**src/rtl/catan_pkg.sv**
```systemverilog
`default_nettype none
package catan_pkg;

    // Number of CORDIC rotations, one pipeline stage each (range 8 to 64).
    localparam int ITERATIONS = 50;
    localparam int IDX_W      = 6;
    localparam int Z_W        = 67;

    typedef logic [IDX_W-1:0] t_idx;

    localparam logic [63:0] PI_FRAC      = 64'h243F6A8885A308D3;
    localparam logic [63:0] HALF_PI_FRAC = 64'h921FB54442D18469;

    // Angle constants, kept to the low 3 integer bits plus the fraction word.
    localparam logic [Z_W-1:0] PI_Z       = {3'd3, PI_FRAC};
    localparam logic [Z_W-1:0] HALF_PI_Z  = {3'd1, HALF_PI_FRAC};
    localparam logic [Z_W-1:0] NHALF_PI_Z = Z_W'(0) - HALF_PI_Z;

    // How the output stage forms the angle.
    localparam logic [2:0] CODE_ZERO   = 3'd0;
    localparam logic [2:0] CODE_HPI_P  = 3'd1;
    localparam logic [2:0] CODE_HPI_N  = 3'd2;
    localparam logic [2:0] CODE_PI     = 3'd3;
    localparam logic [2:0] CODE_CORDIC = 3'd4;

    typedef struct packed {
        logic signed [63:0] y_int;
        logic [63:0]        y_frac;
        logic signed [63:0] x_int;
        logic [63:0]        x_frac;
    } t_req;

    typedef struct packed {
        logic signed [2:0] angle_int;
        logic [63:0]       angle_frac;
    } t_res;

    // Quadrant and special-case information that rides along the pipeline.
    typedef struct packed {
        logic       xneg;
        logic       yneg;
        logic [2:0] code;
    } t_tag;

    typedef struct packed {
        logic [127:0]   cx;
        logic [127:0]   cy;
        logic [Z_W-1:0] z;
        t_tag           tag;
    } t_cord;

    // Arctangent ROM: floor(atan(2^-i) * 2^64).
    function automatic logic [63:0] atan_angle(input t_idx i);
        logic [63:0] v;
        case (i)
            6'd0:    v = 64'hC90FDAA22168C234;
            6'd1:    v = 64'h76B19C1586ED3DA2;
            6'd2:    v = 64'h3EB6EBF259F05DE9;
            6'd3:    v = 64'h1FD5BA9AAC2F6DC6;
            6'd4:    v = 64'h0FFAADDB967EF4E3;
            6'd5:    v = 64'h07FF556EED4B9EFA;
            6'd6:    v = 64'h03FFEAAB776E5395;
            6'd7:    v = 64'h01FFFD555BAAB6CE;
            6'd8:    v = 64'h00FFFFAAAADDDDB9;
            6'd9:    v = 64'h007FFFF55556EEEE;
            6'd10:   v = 64'h003FFFFEAAAAB777;
            6'd11:   v = 64'h001FFFFFD55555BB;
            6'd12:   v = 64'h000FFFFFFAAAAAAD;
            6'd13:   v = 64'h0007FFFFFF555555;
            6'd14:   v = 64'h0003FFFFFFEAAAAA;
            6'd15:   v = 64'h0001FFFFFFFD5555;
            6'd16:   v = 64'h0000FFFFFFFFAAAA;
            6'd17:   v = 64'h00007FFFFFFFF555;
            6'd18:   v = 64'h00003FFFFFFFFEAA;
            6'd19:   v = 64'h00001FFFFFFFFFD5;
            6'd20:   v = 64'h00000FFFFFFFFFFA;
            6'd21:   v = 64'h000007FFFFFFFFFF;
            // Past this point atan(2^-i) rounds down to 2^(64-i) - 1.
            default: v = 64'hFFFFFFFFFFFFFFFF >> i;
        endcase
        return v;
    endfunction

endpackage
`default_nettype wire

```
**src/rtl/catan_post.sv**
```systemverilog
`default_nettype none
module catan_post (
    input  wire logic              i_clk,
    input  wire logic              i_rst_n,
    input  wire logic              i_valid,
    input  wire catan_pkg::t_cord  i_cord,
    output logic                   o_valid,
    output catan_pkg::t_res        o_res
);

    logic [catan_pkg::Z_W-1:0] w_base;
    logic [catan_pkg::Z_W-1:0] n_z;
    logic                      r_valid;
    catan_pkg::t_res           r_res;

    assign w_base = i_cord.tag.xneg ? catan_pkg::PI_Z : '0;

    // Quadrant fix: pi - z for negative x, then negate for negative y.
    // Both steps fold into one subtract whose order depends on the signs.
    always_comb begin
        case (i_cord.tag.code)
            catan_pkg::CODE_HPI_P:  n_z = catan_pkg::HALF_PI_Z;
            catan_pkg::CODE_HPI_N:  n_z = catan_pkg::NHALF_PI_Z;
            catan_pkg::CODE_PI:     n_z = catan_pkg::PI_Z;
            catan_pkg::CODE_CORDIC: begin
                if (i_cord.tag.xneg ^ i_cord.tag.yneg) begin
                    n_z = w_base - i_cord.z;
                end else begin
                    n_z = i_cord.z - w_base;
                end
            end
            default:                n_z = '0;
        endcase
    end

    always_ff @(posedge i_clk) begin
        if (!i_rst_n) begin
            r_valid <= 1'b0;
        end else begin
            r_valid <= i_valid;
        end
    end

    always_ff @(posedge i_clk) begin
        r_res.angle_int  <= n_z[66:64];
        r_res.angle_frac <= n_z[63:0];
    end

    assign o_valid = r_valid;
    assign o_res   = r_res;

endmodule
`default_nettype wire

```
**config.mk**
```make
export PLATFORM = sky130hd
export DESIGN_NAME = catan_post
export DESIGN_NICKNAME = d
export VERILOG_FILES = /design/src/rtl/catan_pkg.sv /design/src/rtl/catan_post.sv
export SDC_FILE = /design/constraint.sdc
export NUM_CORES = 1
export LEC_CHECK = 0
export ABC_CLOCK_PERIOD_IN_PS = 3330
export BUFFER_PORTS_ARGS = -buffer_cell sky130_fd_sc_hd__buf_4
export CORE_AREA = 2 2 154 156
export CTS_BUF_LIST = sky130_fd_sc_hd__clkbuf_2 sky130_fd_sc_hd__clkbuf_4 sky130_fd_sc_hd__clkbuf_8
export DETAILED_ROUTE_END_ITERATION = 6
export DIE_AREA = 0 0 156 158
export MAX_ROUTING_LAYER = met4
export PLACE_DENSITY = 0.68
export SETUP_SLACK_MARGIN = 0.15
export SLEW_MARGIN = 20
export SYNTH_ARGS = -nofsm -noshare
export SYNTH_HDL_FRONTEND = slang
export SYNTH_SLANG_ARGS = --single-unit
```
**constraint.sdc**
```tcl
create_clock -name i_clk -period 3.33 [get_ports i_clk]
set_input_delay 0 -clock i_clk [delete_from_list [all_inputs] [get_ports i_clk]]
set_output_delay 0 -clock i_clk [all_outputs]
set_load 0.005 [all_outputs]
```
==> flow_metrics.tcl <==
set metrics [dict create \
    cts_max_path_buffers 2 \
    die_h_um 158 \
    cpMostUsedCell "buf_4" \
    crit_fanout 11 \
    synth_area_leader_cell "dfxtp_1" \
    initial_core_util_pct 38.94 \
    io_pins 399 \
    swShare_pct 42.82 \
    cts_tree "built" \
    synth_fa_ha_area_share_pct 8.531 \
    wl_per_cell_um 26.74 \
    clock-sinks 68 \
    cpPeakStageDelay_ps 510 \
    synthTopCellsByCount "nor2_1, nand2_1, o21ai_0, a21oi_1, dfxtp_1" \
    area_delta_synth_final_pct 28.95 \
    vias 11430 \
    relSlewSlack_pct 30.56 \
    core_area_sq_um 23050 \
    maxCapViolCount 0 \
    drv_slew 0 \
    drt_iter0_markers 1601 \
    period_minus_slack_ps 2914 \
    end_kind "flop" \
    vdd_drop_max_mv 0.2134 \
    firstDrtPassIters 7 \
    p_leak_nw 4.816 \
    grt_first_pass_wirelength_um 68920 \
    cts_buffers 9 \
    worstPathCellList "buf_4 > inv_1 > buf_4 > ha_1 > buf_4 > nand3b_1 > a2111oi_1 > buf_4 > o31a_1 > a221oi_1 > buf_4 > o41ai_1 > buf_4 > xnor2_1 > o21ai_1" \
    overflow 0 \
    synth_top_family_by_area "compound AO/OA/AOI/OAI gates" \
    antenna_found_initial 2 \
    crit_type "input port to flop" \
    layout-drive-gt1-share_pct 24.18 \
    grt_usage_pct 39.02 \
    dieWidth_um 156 \
    syn-cell-area_sq_um 8976 \
    viasPerCell 6.408 \
    status "finished with violations" \
    slowest_stage "a2111oi_1" \
    portBuffers 142 \
    nets 1879 \
    violations "design-rule violations" \
    wl_um 47670 \
    die-area_sq_um 24650 \
    rows 56 \
    power_frac_comb_pct 50.7 \
    synth.distinct_cells 96 \
    synthArstFlopShare_pct 0 \
    yosysMostFrequentCell "nor2_1" \
    yosys_register_bits 68 \
    grt_max_degree 41 \
    n_antenna_cell 0 \
    finalCritPeriodShare_pct 87.52 \
    power_frac_seq_pct 25.6 \
    place_congestion 1.070 \
    first_global_vias 10580 \
    synthSimpleGateAreaFrac_pct 27.60 \
    synth_area_per_cell_sq_um 7.141 \
    worst_pin_slew_ps 1042 \
    clockRootBuffer "clkbuf_8" \
    synth-edff-count 0 \
    synth.yosys.seq_area_share_pct 15.17 \
    yosysWarnings 0 \
    hp-start "i_cord[34]" \
    ant_nets 0 \
    powerDensity_nw_per_um2 305.9 \
    cp-start-kind "input port" \
    grt_setup_unrepaired "no" \
    synthXorXnorAreaFrac_pct 4.684 \
    power.internal_mw 2.024 \
    dpl.hpwl_um 38140 \
    crit_start "i_cord[4]" \
    synth.top_cell.area_share_pct 15.17 \
    crit_required_ps 3580 \
    clkPwrFrac_pct 23.7 \
    tns_ps 0 \
    synth_fp_nets 1648 \
    setup_violations 0 \
    whs_ps 14.16 \
    yosys-top-cells-area "dfxtp_1, ha_1, o21ai_0, a21oi_1, nor2_1" \
    p_switching_mw 1.516 \
    synthMuxAreaShare_pct 1.129 \
    synth_compound_area_share_pct 36.24 \
    worstPathArrival_ps 3160 \
    clk_pin_slew_worst_paths_ps 90 \
    max_freq_mhz 343.1 \
    htree_levels 3 \
    ys.flop_type "dfxtp_1" \
    synth_cells 1257 \
    hold_class "input port to flop" \
    hold_viol 0 \
    drc 3 \
    finalPower_mw 3.540 \
]
registers in the layout, indices dropped and copies added, names as in the netlist:
register	cells
o_res	67
o_valid	1
final timing paths:
check,endpoint,slack (ps),cells after the start
setup / recovery,o_res[64],420,15
hold / removal,o_res[29],10,3
cells in the final DEF (no fill, tap or decap), types with 36 or more instances in the layout:
cell type	netlist	final
a21oi_1	78	78
buf_4	0	301
dfxtp_1	68	68
ha_1	58	58
inv_1	63	63
nand2_1	86	85
nand3_1	56	56
nor2_1	95	95
nor3_1	38	38
o21ai_0	82	82
xnor2_1	37	36
routing by layer:
metal,up-vias,share of wire [%],track usage (%)
li1,5232,-,-
met1,5459,46,54.73
met2,643,42,57.02
met5,-,0,-
met4,0,3.8,13.54
met3,92,9.1,5.721
cells by family (layout without fill, tap and decap cells):
kind of cell	count (synthesis)	after routing
mux	10	10
fa+ha+maj	60	60
xor+xnor	48	48
flops	68	68
buf+inv	151	387
simple gates	450	450
compound gates	470	470
layout make-up:
cell class | instances | area (sq um)
Fill cell | 2355 | 11480
Clock inverter | 7 | 98.84
Timing Repair Buffer | 307 | 2340
Clock buffer | 9 | 123.9
Inverter | 64 | 240.2
Tap cell | 290 | 362.8
Multi-Input combinational cell | 1038 | 7048
Sequential cell | 68 | 1361
critical path: cells and delay by family:
kind,cells,cell delay (ps)
adders and majority gates,1,490
xor gates and xnor gates,1,190
AOI/OAI and AO/OA,5,1260
and+or+nand+nor,1,100
buffers and inverters,7,1090
stage by stage:
step | cells | worst slack (ps) | cell area (sq um) | util (%)
after floorplan | 1257 | 319.2 | 8976 | -
after global placement | 1763 | 84.94 | 11310 | 49.07
after detailed placement | 1763 | 99.71 | 11310 | 49.07
after CTS | 1783 | 466.2 | 11570 | 50.21
after global routing | 1783 | 227.4 | 11570 | 50.21
final | 1783 | 415.6 | 11570 | 50.21
power groups by stage:
| stage | Sequential [mW] | Clock [mW] | Combinational, mW |
|---|---|---|---|
| final | 0.905 | 0.840 | 1.79 |
| after global routing | 0.911 | 0.871 | 1.89 |
| after CTS | 0.904 | 0.841 | 1.74 |
| after detailed placement | 0.919 | 0 | 1.72 |
| after global placement | 0.921 | 0 | 1.73 |
| after floorplan | 0.926 | 0 | 0.900 |
what timing repair did:
item | in CTS | in global routing
resized for setup | 0 | 1
setup buffers | 0 | 0
hold endpoints to repair | 3 | 0
hold buffers | 4 | 0
setup endpoints to repair | 0 | 1
Note: power is estimated with default switching activity, not from simulation.
