===== config.mk =====
export PLATFORM = sky130hd
export DESIGN_NAME = catan_prep
export DESIGN_NICKNAME = d
export VERILOG_FILES = /design/src/rtl/catan_pkg.sv /design/src/rtl/catan_prep.sv
export SDC_FILE = /design/constraint.sdc
export NUM_CORES = 1
export LEC_CHECK = 0
export ABC_AREA = 0
export CAP_MARGIN = 10
export CORE_AREA = 8 8 220 222
export CTS_BUF_LIST = sky130_fd_sc_hd__clkbuf_4
export DETAILED_ROUTE_END_ITERATION = 6
export DIE_AREA = 0 0 228 230
export DONT_BUFFER_PORTS = 1
export PLACE_DENSITY_LB_ADDON = 0.12
export SYNTH_ARGS = -nofsm -noshare
export SYNTH_HDL_FRONTEND = slang
export SYNTH_SLANG_ARGS = --single-unit

===== constraint.sdc =====
create_clock -name i_clk -period 2.9 [get_ports i_clk]
set_input_delay 0.58 -clock i_clk [delete_from_list [all_inputs] [get_ports i_clk]]
set_output_delay 0.58 -clock i_clk [all_outputs]
set_load 0.02 [all_outputs]

===== src/rtl/catan_pkg.sv =====
`default_nettype none
package catan_pkg;

    // Number of CORDIC rotations, one pipeline stage each (range 8 to 64).
    localparam int ITERATIONS = 50;
    localparam int IDX_W      = 6;
    localparam int Z_W        = 67;

    typedef logic [IDX_W-1:0] t_idx;

    localparam logic [63:0] PI_FRAC      = 64'h243F6A8885A308D3;
    localparam logic [63:0] HALF_PI_FRAC = 64'h921FB54442D18469;

    // Angle constants, kept to the low 3 integer bits plus the fraction word.
    localparam logic [Z_W-1:0] PI_Z       = {3'd3, PI_FRAC};
    localparam logic [Z_W-1:0] HALF_PI_Z  = {3'd1, HALF_PI_FRAC};
    localparam logic [Z_W-1:0] NHALF_PI_Z = Z_W'(0) - HALF_PI_Z;

    // How the output stage forms the angle.
    localparam logic [2:0] CODE_ZERO   = 3'd0;
    localparam logic [2:0] CODE_HPI_P  = 3'd1;
    localparam logic [2:0] CODE_HPI_N  = 3'd2;
    localparam logic [2:0] CODE_PI     = 3'd3;
    localparam logic [2:0] CODE_CORDIC = 3'd4;

    typedef struct packed {
        logic signed [63:0] y_int;
        logic [63:0]        y_frac;
        logic signed [63:0] x_int;
        logic [63:0]        x_frac;
    } t_req;

    typedef struct packed {
        logic signed [2:0] angle_int;
        logic [63:0]       angle_frac;
    } t_res;

    // Quadrant and special-case information that rides along the pipeline.
    typedef struct packed {
        logic       xneg;
        logic       yneg;
        logic [2:0] code;
    } t_tag;

    typedef struct packed {
        logic [127:0]   cx;
        logic [127:0]   cy;
        logic [Z_W-1:0] z;
        t_tag           tag;
    } t_cord;

    // Arctangent ROM: floor(atan(2^-i) * 2^64).
    function automatic logic [63:0] atan_angle(input t_idx i);
        logic [63:0] v;
        case (i)
            6'd0:    v = 64'hC90FDAA22168C234;
            6'd1:    v = 64'h76B19C1586ED3DA2;
            6'd2:    v = 64'h3EB6EBF259F05DE9;
            6'd3:    v = 64'h1FD5BA9AAC2F6DC6;
            6'd4:    v = 64'h0FFAADDB967EF4E3;
            6'd5:    v = 64'h07FF556EED4B9EFA;
            6'd6:    v = 64'h03FFEAAB776E5395;
            6'd7:    v = 64'h01FFFD555BAAB6CE;
            6'd8:    v = 64'h00FFFFAAAADDDDB9;
            6'd9:    v = 64'h007FFFF55556EEEE;
            6'd10:   v = 64'h003FFFFEAAAAB777;
            6'd11:   v = 64'h001FFFFFD55555BB;
            6'd12:   v = 64'h000FFFFFFAAAAAAD;
            6'd13:   v = 64'h0007FFFFFF555555;
            6'd14:   v = 64'h0003FFFFFFEAAAAA;
            6'd15:   v = 64'h0001FFFFFFFD5555;
            6'd16:   v = 64'h0000FFFFFFFFAAAA;
            6'd17:   v = 64'h00007FFFFFFFF555;
            6'd18:   v = 64'h00003FFFFFFFFEAA;
            6'd19:   v = 64'h00001FFFFFFFFFD5;
            6'd20:   v = 64'h00000FFFFFFFFFFA;
            6'd21:   v = 64'h000007FFFFFFFFFF;
            // Past this point atan(2^-i) rounds down to 2^(64-i) - 1.
            default: v = 64'hFFFFFFFFFFFFFFFF >> i;
        endcase
        return v;
    endfunction

endpackage
`default_nettype wire


===== src/rtl/catan_prep.sv =====
`default_nettype none
module catan_prep (
    input  wire logic             i_clk,
    input  wire logic             i_rst_n,
    input  wire logic             i_valid,
    input  wire catan_pkg::t_req  i_req,
    output logic                  o_valid,
    output catan_pkg::t_cord      o_cord
);

    logic [127:0]     w_x;
    logic [127:0]     w_y;
    logic             w_xz;
    logic             w_yz;
    catan_pkg::t_cord n_cord;
    catan_pkg::t_cord r_cord;
    logic             r_valid;

    assign w_x  = {i_req.x_int, i_req.x_frac};
    assign w_y  = {i_req.y_int, i_req.y_frac};
    assign w_xz = (w_x == 128'd0);
    assign w_yz = (w_y == 128'd0);

    // Classify the point and take magnitudes of both coordinates.
    always_comb begin
        n_cord.tag.xneg = w_x[127];
        n_cord.tag.yneg = w_y[127];
        n_cord.cx       = w_x[127] ? (128'd0 - w_x) : w_x;
        n_cord.cy       = w_y[127] ? (128'd0 - w_y) : w_y;
        n_cord.z        = '0;
        if (w_xz && w_yz) begin
            n_cord.tag.code = catan_pkg::CODE_ZERO;
        end else if (w_xz) begin
            n_cord.tag.code = w_y[127] ? catan_pkg::CODE_HPI_N : catan_pkg::CODE_HPI_P;
        end else if (w_yz) begin
            n_cord.tag.code = w_x[127] ? catan_pkg::CODE_PI : catan_pkg::CODE_ZERO;
        end else begin
            n_cord.tag.code = catan_pkg::CODE_CORDIC;
        end
    end

    always_ff @(posedge i_clk) begin
        if (!i_rst_n) begin
            r_valid <= 1'b0;
        end else begin
            r_valid <= i_valid;
        end
    end

    always_ff @(posedge i_clk) begin
        r_cord <= n_cord;
    end

    assign o_valid = r_valid;
    assign o_cord  = r_cord;

endmodule
`default_nettype wire


==> summary.txt, run 1 <==
Route
  • Average wire per standard cell: approximately 25 um
  • Initial DRC count: approximately 770
  • Via count: 12700
  • Residual DRC: 0
  • DRT Pass-1 Iters: 5
  • Remaining antenna violation count after routing: 0
  • Final wirelength: 63400 um
  • Vias/cell: 5.11

Yosys
  • Mapped Area: roughly 12000 um^2
  • Fraction of the mapped netlist area in simple logic gates: a little over a fifth
  • Largest family of logic cells by synthesized area: simple AND/OR/NAND/NOR gates
  • Syn Area/Cell: 9.09 um^2
  • Number of warnings issued by yosys: 0
  • Synth top area cells: dfxtp_1 43%, xnor2_1 17%, buf_4 4.1%
  • Most frequent cell after synthesis: dfxtp_1
  • Synth top area share: 42.9%
  • Mux cell area share after synthesis: less than 1%
  • Share of the yosys chip area belonging to registers: a little over two fifths
  • Post-synth top area cell: dfxtp_1
  • Post-Synth XOR/XNOR Area: 17.9%
  • Synth cell types: 48
  • Syn Inst Count: 1345
  • Primary FF master, synth: dfxtp_1
  • Synthesized flop and latch total: roughly 260
  • Synth Area in Compound Gates: between 10% and 20%
  • Post-synth ARST share: 0%
  • EDFF count, synth: 0
  • Most frequent cells after synthesis: 262 x dfxtp_1, 239 x xnor2_1, 124 x nand2_1
  • Synth Area in Adders: less than 1%

STA
  • Final hold violation count: 0
  • FMAX: approximately 0.36 GHz
  • Final Setup Violations: 0
  • Crit share post-route: between 90% and 100%
  • Final slew viol count: 0
  • RSZ-0062 raised after global routing: no
  • Final worst path period need: approximately 2.8 ns
  • Rel. slew slack: between 30% and 40%
  • Worst slew pin tran: 0.979 ns

Clock tree
  • CTS sink count: 262
  • Num CTS Buffers: slightly below 80
  • Root Buffer: clkbuf_4
  • Clock transition at path regs: 0.07 ns
  • Clock buffer depth: 3
  • Setup Buffers After CTS: 0
  • H-tree depth: 3
  • CTS tree: built

Critical path
  • Worst setup path start: i_req[13]
  • CP bufs+invs: 3
  • CP peak stage delay: 0.59 ns
  • Critical path required time: 3.60 ns
  • Worst path top cell family by delay: simple AND/OR/NAND/NOR gates
  • Crit-path slowest cell: nor4_1
  • Worst setup SP type: input pin
  • Worst Path Arrival: 3.47 ns
  • CP Cell Sequence: nor4_1 -> nand4_1 -> nor3_2 -> buf_12 -> nand3_1 -> buf_4 -> o41ai_1 -> xnor2_1 -> dlygate4sd3_1
  • Crit path kind: input pin to flop
  • CP endpoint kind: flop
  • Max Fanout on Critical Path: 9

Global routing
  • GRT Resource Usage Total: 23.0%
  • Largest net degree at the start of global routing: between 100 and 150
  • Initial antenna violation count: 4
  • First-pass GRT wire length: between 90000 and 100000 um
  • Vias in the first global route: roughly 13000
  • GRT Residual Overflow: 0

Power
  • LEAKAGE: 6.41 nW
  • Net Sw Frac: 31.9%
  • Register share of total power: 49.2%
  • Int Power: 6.54 mW
  • Power share of the clock group: approximately 38%
  • Peak VDD IR: 0.000281 V
  • Pwr Density: around 540 nW/um^2
  • PnR Total Power: 9.61 mW
  • Switching power: about 3 mW
  • Logic pwr share: between 10% and 20%

Worst hold path
  • HP Start: i_req[128]
  • Worst min path class: input pin to flop

Die
  • Die area: 52400 um^2
  • Core Rows: slightly below 80
  • Effective utilization at floorplan: 27.2%
  • Die W: about 230 um
  • Top Ports: 588
  • Std-Cell Core Area: 44900 um^2
  • Die H: 230 um

Place
  • Port Buffers: 0
  • HPWL Detailed: 44800 um
  • Gpl congestion: 0.854
  • Placed insts: ~2000

Layout
  • Utilization after layout: 39.8%
  • Layout cells sized above 1: 14.9%
  • Net count, final: approximately 2100
  • P&R area growth vs syn: 46.2%
  • Non-filler instance count after layout: 2489

Status
  • Status: complete, no violations

Run
  • Max-Cap Viols: 0
==> state kept, by name, indices dropped and copies added, names as in the netlist <==
register	cells
o_cord	261
o_valid	1
==> cell type report <==
| cell class | instances | area, um^2 |
|---|---|---|
| multi-input cells | 1024 | 6590 |
| diodes | 6 | 15.0 |
| clock inverters | 27 | 164 |
| inverters | 12 | 45.0 |
| flip-flops and latches | 262 | 5250 |
| well taps | 600 | 751 |
| repair buffers | 452 | 4270 |
| clock buffers | 106 | 796 |
| fillers | 4639 | 27000 |
==> power groups by stage <==
stage          registers, mW  logic, mW  clock network, mW
2_1_floorplan           4.64      0.662                  0
3_3_place_gp            4.83      0.662                  0
3_5_place_dp            4.81      0.667                  0
4_1_cts                 4.74       1.23               3.75
5_1_grt                 4.75       1.35               3.93
6_report                4.73       1.25               3.63
==> layer usage <==
metal	GRT usage [%]	routed length [um]	up-vias	share of wire (%)
li1	-	-	5726	-
met1	24.7	23700	6196	37
met2	40.0	31300	661	49
met3	8.74	5840	136	9.2
met4	10.3	2560	0	4.0
met5	0	0	-	0
==> path summary, 6_finish.rpt <==
path | endpoint | depth (start not counted)
hold / removal | o_cord[72] | 1
setup / recovery | o_cord[280] | 9
==> what timing repair did <==
item | 4_1_cts | 5_1_grt
hold buffers | 323 | 0
endpoints found under the setup margin | 0 | 9
endpoints found under the hold margin | 262 | 0
resized for setup | 0 | 11
==> layout by cell type, fill, tap and decap left out, drive strengths merged, types with 2 or more instances in the layout <==
| cell | count |
|---|---|
| conb | 67 |
| xnor2 | 239 |
| nand2b | 15 |
| nand3 | 47 |
| o41ai | 40 |
| bufinv | 2 |
| nand3b | 5 |
| nand4 | 32 |
| or4 | 34 |
| a21oi | 6 |
| o31ai | 66 |
| dlygate4sd3 | 320 |
| a31oi | 6 |
| xor2 | 11 |
| nor2 | 71 |
| nor3 | 56 |
| nor4b | 5 |
| nor3b | 2 |
| o21ai | 77 |
| and3 | 4 |
| dfxtp | 262 |
| clkinv | 22 |
| inv | 14 |
| nor4 | 61 |
| nand2 | 124 |
| or3 | 27 |
| or2 | 11 |
| nand4b | 5 |
| diode | 6 |
| ha | 2 |
| a41oi | 2 |
| buf | 131 |
| clkbuf | 106 |
==> metrics by stage <==
stage | hold WS [ns] | TNS (ns) | setup slack, ns | instance area [um^2]
final | 0.0352 | 0 | 0.133 | 17900
after global routing | -0.0372 | 0 | 0.0443 | 17900
after CTS | 0.00233 | 0 | 0.0251 | 17800
after detailed placement | 0.608 | -7.11 | -0.316 | 13600
after global placement | 0.608 | -6.59 | -0.349 | 13600
after floorplan | 0.608 | -0.471 | -0.199 | 12500
==> logic make-up after synthesis <==
family | count (synthesis)
mux | 1
compound gates | 200
xor+xnor | 250
flops | 262
other cells | 1
buf+inv | 125
fa+ha+maj | 2
simple gates | 504
No activity file was read; power rests on OpenSTA's default activity.
==> run 2, diff against run 1 <==
TNS_END_PERCENT = 20   (was not set)
clock period = 2.85 ns   (was 2.9 ns; I/O delays follow)
==> run 2 against run 1 <==
  * Non-clock buffer count down 5
  * Power is 2.5% higher
  * Sequential share of layout area is 0.095 points higher
  * Design area shrank 0.32%
  * Setup slack got worse by 0.13 ns
  * Clock-buffer cell count rose by 7
  * Die area did not move
  * Sequential power rose by 2%
  * Global-route usage increased by 0.19 points
  * Via count shrank 0.67%
  * Critical path type unchanged
  * Largest power group unchanged
  * Highest routed layer unchanged
==> summary.txt, run 2 (same netlist as run 1, synthesis figures left out) <==
Die
  • Die W: 228 um (unchanged)
  • Die area: 52400 um^2 (unchanged)
  • Core Rows: 78 (unchanged)
  • Die H: 230 um (unchanged)
  • Top Ports: 588 (unchanged)
  • Effective utilization at floorplan: 27.2% (unchanged)
  • Std-Cell Core Area: 44900 um^2 (unchanged)

STA
  • Final hold violation count: 0 (unchanged)
  • Rel. slew slack: 41.9% (was 33.9%)
  • Hold slack: 0.124 ns (was 0.0352 ns)
  • Final slew viol count: 0 (unchanged)
  • Worst slew pin tran: 0.860 ns (was 0.979 ns)
  • Final worst path period need: 2.85 ns
  • Final TNS setup: 0 ns (unchanged)
  • Final Setup Violations: 0 (unchanged)
  • Crit share post-route: 99.9%
  • FMAX: between 0.3 and 0.4 GHz

Clock tree
  • Clock transition at path regs: 0.06 ns (was 0.07 ns)
  • Num CTS Buffers: 79 (was 77)
  • H-tree depth: 3 (unchanged)
  • Setup Buffers After CTS: 0 (unchanged)
  • CTS tree: built (unchanged)
  • Root Buffer: clkbuf_4 (unchanged)
  • Clock buffer depth: 3 (unchanged)
  • CTS sink count: 262 (unchanged)

Power
  • Logic pwr share: 12.8% (was 13.1%)
  • Register share of total power: 48.9% (was 49.2%)
  • Pwr Density: 553 nW/um^2 (was 538 nW/um^2)
  • Peak VDD IR: 0.000279 V (was 0.000281 V)
  • Int Power: 6.75 mW (was 6.54 mW)
  • Switching power: 3.10 mW (was 3.07 mW)
  • PnR Total Power: 9.85 mW (was 9.61 mW)
  • LEAKAGE: 6.42 nW (was 6.41 nW)
  • Net Sw Frac: 31.5% (was 31.9%)
  • Power share of the clock group: 38.3% (was 37.8%)

Layout
  • Largest register FFs: 261 (unchanged)
  • Commonest non-fill, non-tap cell in the layout: dlygate4sd3_1 (unchanged)
  • P&R area growth vs syn: 45.7% (was 46.2%)
  • Net count, final: 2087 (was 2090)
  • Commonest non-fill, non-tap cells in the layout: 312 x dlygate4sd3_1, 262 x dfxtp_1, 239 x xnor2_1, 130 x buf_4, 124 x nand2_1 (was 320 x dlygate4sd3_1, 262 x dfxtp_1, 239 x xnor2_1, 125 x buf_4, 124 x nand2_1)
  • Utilization after layout: 39.7% (was 39.8%)
  • Post-Layout Inst Area: 17800 um^2 (was 17900 um^2)
  • Layout cells sized above 1: 15.5% (was 14.9%)

Route
  • Residual DRC: 0 (unchanged)
  • Vias/cell: 5.08 (was 5.11)
  • Via count: 12600 (was 12700)
  • Remaining antenna violation count after routing: 0 (unchanged)
  • Final wirelength: 63800 um (was 63400 um)
  • Initial DRC count: 830 (was 774)
  • DRT Pass-1 Iters: 7 (was 5)
  • Average wire per standard cell: 25.7 um (was 25.5 um)

Critical path
  • Max Fanout on Critical Path: 19 (was 9)
  • CP endpoint kind: flop (unchanged)
  • Worst setup SP type: input pin (unchanged)
  • Crit path kind: input pin to flop (unchanged)
  • Worst Path Arrival: 3.49 ns (was 3.47 ns)
  • Critical path required time: 3.49 ns (was 3.60 ns)

Worst hold path
  • Worst min path class: input pin to flop (unchanged)
  • Hold Path Depth: 3 (was 1)

Place
  • HPWL Detailed: 44900 um (was 44800 um)
  • Area of placed instances: 13600 um^2 (about the same)
  • Gpl congestion: 0.862 (was 0.854)
  • Port Buffers: 0 (unchanged)

Global routing
  • Largest net degree at the start of global routing: 128 (was 127)
  • Initial antenna violation count: 3 (was 4)
  • GRT Residual Overflow: 0 (unchanged)
  • First-pass GRT wire length: 93000 um (was 91800 um)
  • Vias in the first global route: 13400 (was 13300)
  • GRT Resource Usage Total: 23.2% (was 23.0%)

Status
  • Status: complete, no violations (unchanged)

Run
  • Max-Cap Viols: 0 (unchanged)
[run 2: cell count changes in the layout (fill, tap and decap cells not counted), sizes merged]
cell and change:
clkinv -1, dlygate4sd3 -8, clkinvlp -1, dlymetal6s4s -1, clkbuf +7, diode -4, inv +1, buf +4
[run 2: routing by layer]
metal  GRT usage, %  vias to the layer above  share of wire [%]
met2           40.8                      680                 50
met4           10.0                        0                3.6
met1           24.5                     6090                 36
met5              0                        -                  0
li1               -                     5737                  -
met3           9.14                      127                9.8
[run 2: per-stage QoR]
step                cells  setup WS (ns)
floorplan            1411         -0.239
global placement     2031         -0.438
detailed placement   2031         -0.384
CTS                  2484         0.0437
global route         2486       -0.00865
finish               2486        0.00215
[run 2: repair_timing]
action / in CTS / in global routing
hold buffers: 314 / 0
resized for setup: 0 / 7
endpoints found under the hold margin: 262 / 0
endpoints found under the setup margin: 0 / 13
[run 2: worst max-delay path: stages]
cell and delay [ns]:
or4_1 0.57, or4_1 0.54, nor3_2 0.20, buf_4 0.18, nand3_1 0.12, buf_12 0.20, o41ai_1 0.41, xnor2_1 0.12
dlygate4sd3_1 0.58
[run 2: power groups by stage]
stage | clock (mW) | sequential [mW] | combinational, mW
after CTS | 3.96 | 4.82 | 1.24
after global routing | 4.14 | 4.84 | 1.35
after floorplan | 0 | 4.72 | 0.671
after detailed placement | 0 | 4.90 | 0.677
final | 3.77 | 4.82 | 1.26
after global placement | 0 | 4.92 | 0.670
[run 2: area by class of cell]
type / count / area [um^2]
multi-input combinational: 1024 / 6540
tap: 600 / 751
clock inverter: 26 / 164
antenna: 2 / 5.00
sequential: 262 / 5250
inverter: 12 / 45.0
fill: 4544 / 27100
timing repair buffer: 447 / 4210
clock buffer: 113 / 848
[run 2: final timing paths]
| kind | end | start | slack, ns |
|---|---|---|---|
| min | o_cord[86] | i_req[138] | 0.12 |
| max | o_cord[179] | i_req[150] | 0.002 |
==> run 3, diff against run 2 <==
CORE_AREA = 8 8 224 226   (was 8 8 220 222)
CTS_CLUSTER_DIAMETER = 120   (was not set)
DIE_AREA = 0 0 232 234   (was 0 0 228 230)
==> run 3 against run 2 <==
  * First-iteration DRC count fell by 6.6%
  * Clock power down 6.1%
  * Maximum frequency is 2.1% higher
  * Design area up 0.11%
  * Clock-buffer cell count fell by 5
  * Highest routed layer is now met5
  * Hold slack worse by 0.023 ns
  * Cell count increased by 0.64%
  * Sequential cell count is the same
  * Power shrank 2.3%
==> summary.txt, run 3 (same netlist as run 1, synthesis figures left out) <==
Place
  • HPWL Detailed: 45400 um (was 44900 um)
  • Area of placed instances: 13700 um^2 (was 13600 um^2)
  • Placement Setup Slack: -0.382 ns (was -0.384 ns)
  • Placed insts: 2057 (was 2031)
  • Port Buffers: 0 (unchanged)
  • Gpl congestion: 0.831 (was 0.862)

Layout
  • FF+latch area: 5250 um^2 (unchanged)
  • Net count, final: 2095 (was 2087)
  • Commonest non-fill, non-tap cell in the layout: dlygate4sd3_1 (unchanged)
  • Largest register FFs: 261 (unchanged)
  • Non-filler instance count after layout: 2502 (was 2486)
  • Footprint of the multi-input gates: 6580 um^2 (was 6540 um^2)
  • Post-Layout Inst Area: 17800 um^2 (about the same)
  • P&R area growth vs syn: 45.9% (was 45.7%)
  • Layout cells sized above 1: 15.9% (was 15.5%)
  • Fillers: 4876 (was 4544)
  • Commonest non-fill, non-tap cells in the layout: 310 x dlygate4sd3_1, 262 x dfxtp_1, 239 x xnor2_1, 140 x buf_4, 123 x nand2_1 (was 312 x dlygate4sd3_1, 262 x dfxtp_1, 239 x xnor2_1, 130 x buf_4, 124 x nand2_1)

STA
  • FMAX: 0.359 GHz (was 0.351 GHz)
  • Worst slew pin tran: 0.657 ns (was 0.860 ns)
  • Setup ws final: 0.0619 ns (was 0.00215 ns)
  • Final Setup Violations: 0 (unchanged)
  • Final hold violation count: 0 (unchanged)
  • Hold slack: 0.101 ns (was 0.124 ns)
  • Final slew viol count: 0 (unchanged)
  • Final worst path period need: 2.79 ns (was 2.85 ns)
  • Rel. slew slack: 56.0% (was 41.9%)
  • Crit share post-route: 97.8% (was 99.9%)

Clock tree
  • Num CTS Buffers: 78 (was 79)
  • CTS sink count: 262 (unchanged)
  • Clock buffer depth: 3 (unchanged)
  • H-tree depth: 3 (unchanged)
  • Root Buffer: clkbuf_4 (unchanged)
  • CTS tree: built (unchanged)
  • Clock transition at path regs: 0.06 ns (about the same)

Die
  • Effective utilization at floorplan: 26.1% (was 27.2%)
  • Die W: 232 um (was 228 um)
  • Core Rows: 80 (was 78)
  • Std-Cell Core Area: 46800 um^2 (was 44900 um^2)
  • Top Ports: 588 (unchanged)
  • Die area: 54300 um^2 (was 52400 um^2)
  • Die H: 234 um (was 230 um)

Status
  • Status: complete, no violations (unchanged)

Route
  • Via count: 12500 (was 12600)
  • DRT Pass-1 Iters: 5 (was 7)
  • Vias/cell: 5.01 (was 5.08)
  • Final wirelength: 65100 um (was 63800 um)
  • Average wire per standard cell: 26.0 um (was 25.7 um)
  • Initial DRC count: 775 (was 830)
  • Residual DRC: 0 (unchanged)
  • Remaining antenna violation count after routing: 0 (unchanged)

Critical path
  • Worst Path Arrival: 3.52 ns (was 3.49 ns)
  • CP endpoint kind: flop (unchanged)
  • Worst setup SP type: input pin (unchanged)
  • Crit path kind: input pin to flop (unchanged)
  • Critical path required time: 3.58 ns (was 3.49 ns)
  • Max Fanout on Critical Path: 8 (was 19)

Worst hold path
  • Worst min path class: input pin to flop (unchanged)

Run
  • Max-Cap Viols: 0 (unchanged)

Global routing
  • Largest net degree at the start of global routing: 120 (was 128)
  • First-pass GRT wire length: 91500 um (was 93000 um)
  • GRT Residual Overflow: 0 (unchanged)
  • Initial antenna violation count: 4 (was 3)
  • Met1 GRT Util: 23.7% (was 24.5%)
  • GRT busiest layer: met2 (unchanged)
  • GRT Resource Usage Total: 22.7% (was 23.2%)
  • GR Layer Usage met2: 39.3% (was 40.8%)
  • M3 GR Usage: 9.79% (was 9.14%)
  • Vias in the first global route: 13300 (was 13400)

Power
  • LEAKAGE: 6.43 nW (was 6.42 nW)
  • Peak VDD IR: 0.000277 V (was 0.000279 V)
  • Pwr Density: 540 nW/um^2 (was 553 nW/um^2)
==> run 3: cell type report <==
cell class,count,area share [%]
diodes,1,0.0140
inverters,12,0.253
repair buffers,456,24.0
flip-flops and latches,262,29.4
clock buffers,108,4.55
clock inverters,24,0.582
well taps,615,4.31
multi-input cells,1024,36.9
==> run 3: per-stage QoR <==
stage	util [%]	setup TNS (ns)	total power [mW]
floorplan	-	-1.06	5.39
global placement	29.2	-12.72	5.60
detailed placement	29.2	-12.29	5.59
CTS	37.9	0	9.77
global route	38.1	-0.0267	10.1
finish	38.1	0	9.62
==> run 3: timing repair <==
| item | 4_1_cts | 5_1_grt |
|---|---|---|
| gates resized for setup | 0 | 17 |
| endpoints found under the setup margin | 0 | 11 |
| endpoints found under the hold margin | 262 | 0 |
| hold buffers | 312 | 0 |
| setup buffers | 0 | 0 |
==> run 3: worst max-delay path: stages <==
cell,delay (ns)
dlygate4sd3_1,0.57
inv_1,0.07
ha_1,0.18
nor2b_4,0.16
buf_4,0.16
nand4_1,0.14
buf_4,0.17
nor3_1,0.13
buf_4,0.17
buf_12,0.11
nand3_1,0.09
buf_6,0.17
o21ai_2,0.14
xnor2_1,0.13
dlygate4sd3_1,0.57
==> run 3: final timing paths <==
path	startpoint	end	slack, ns	cells after the start
hold / removal	i_req[255]	o_cord[3]	0.10	1
setup / recovery	i_req[128]	o_cord[142]	0.06	15
==> run 3: report_power, final <==
part	internal, mW	switching [mW]
clock	1.75	1.79
sequential	4.06	0.753
combinational	0.687	0.588
==> run 3: layer usage <==
| metal | wire length (um) | share of wire, % | up-vias |
|---|---|---|---|
| met5 | 13 | 0.020 | - |
| met4 | 2560 | 3.9 | 2 |
| met3 | 7380 | 11 | 147 |
| met2 | 32000 | 49 | 686 |
| met1 | 23200 | 36 | 5966 |
| li1 | - | - | 5725 |
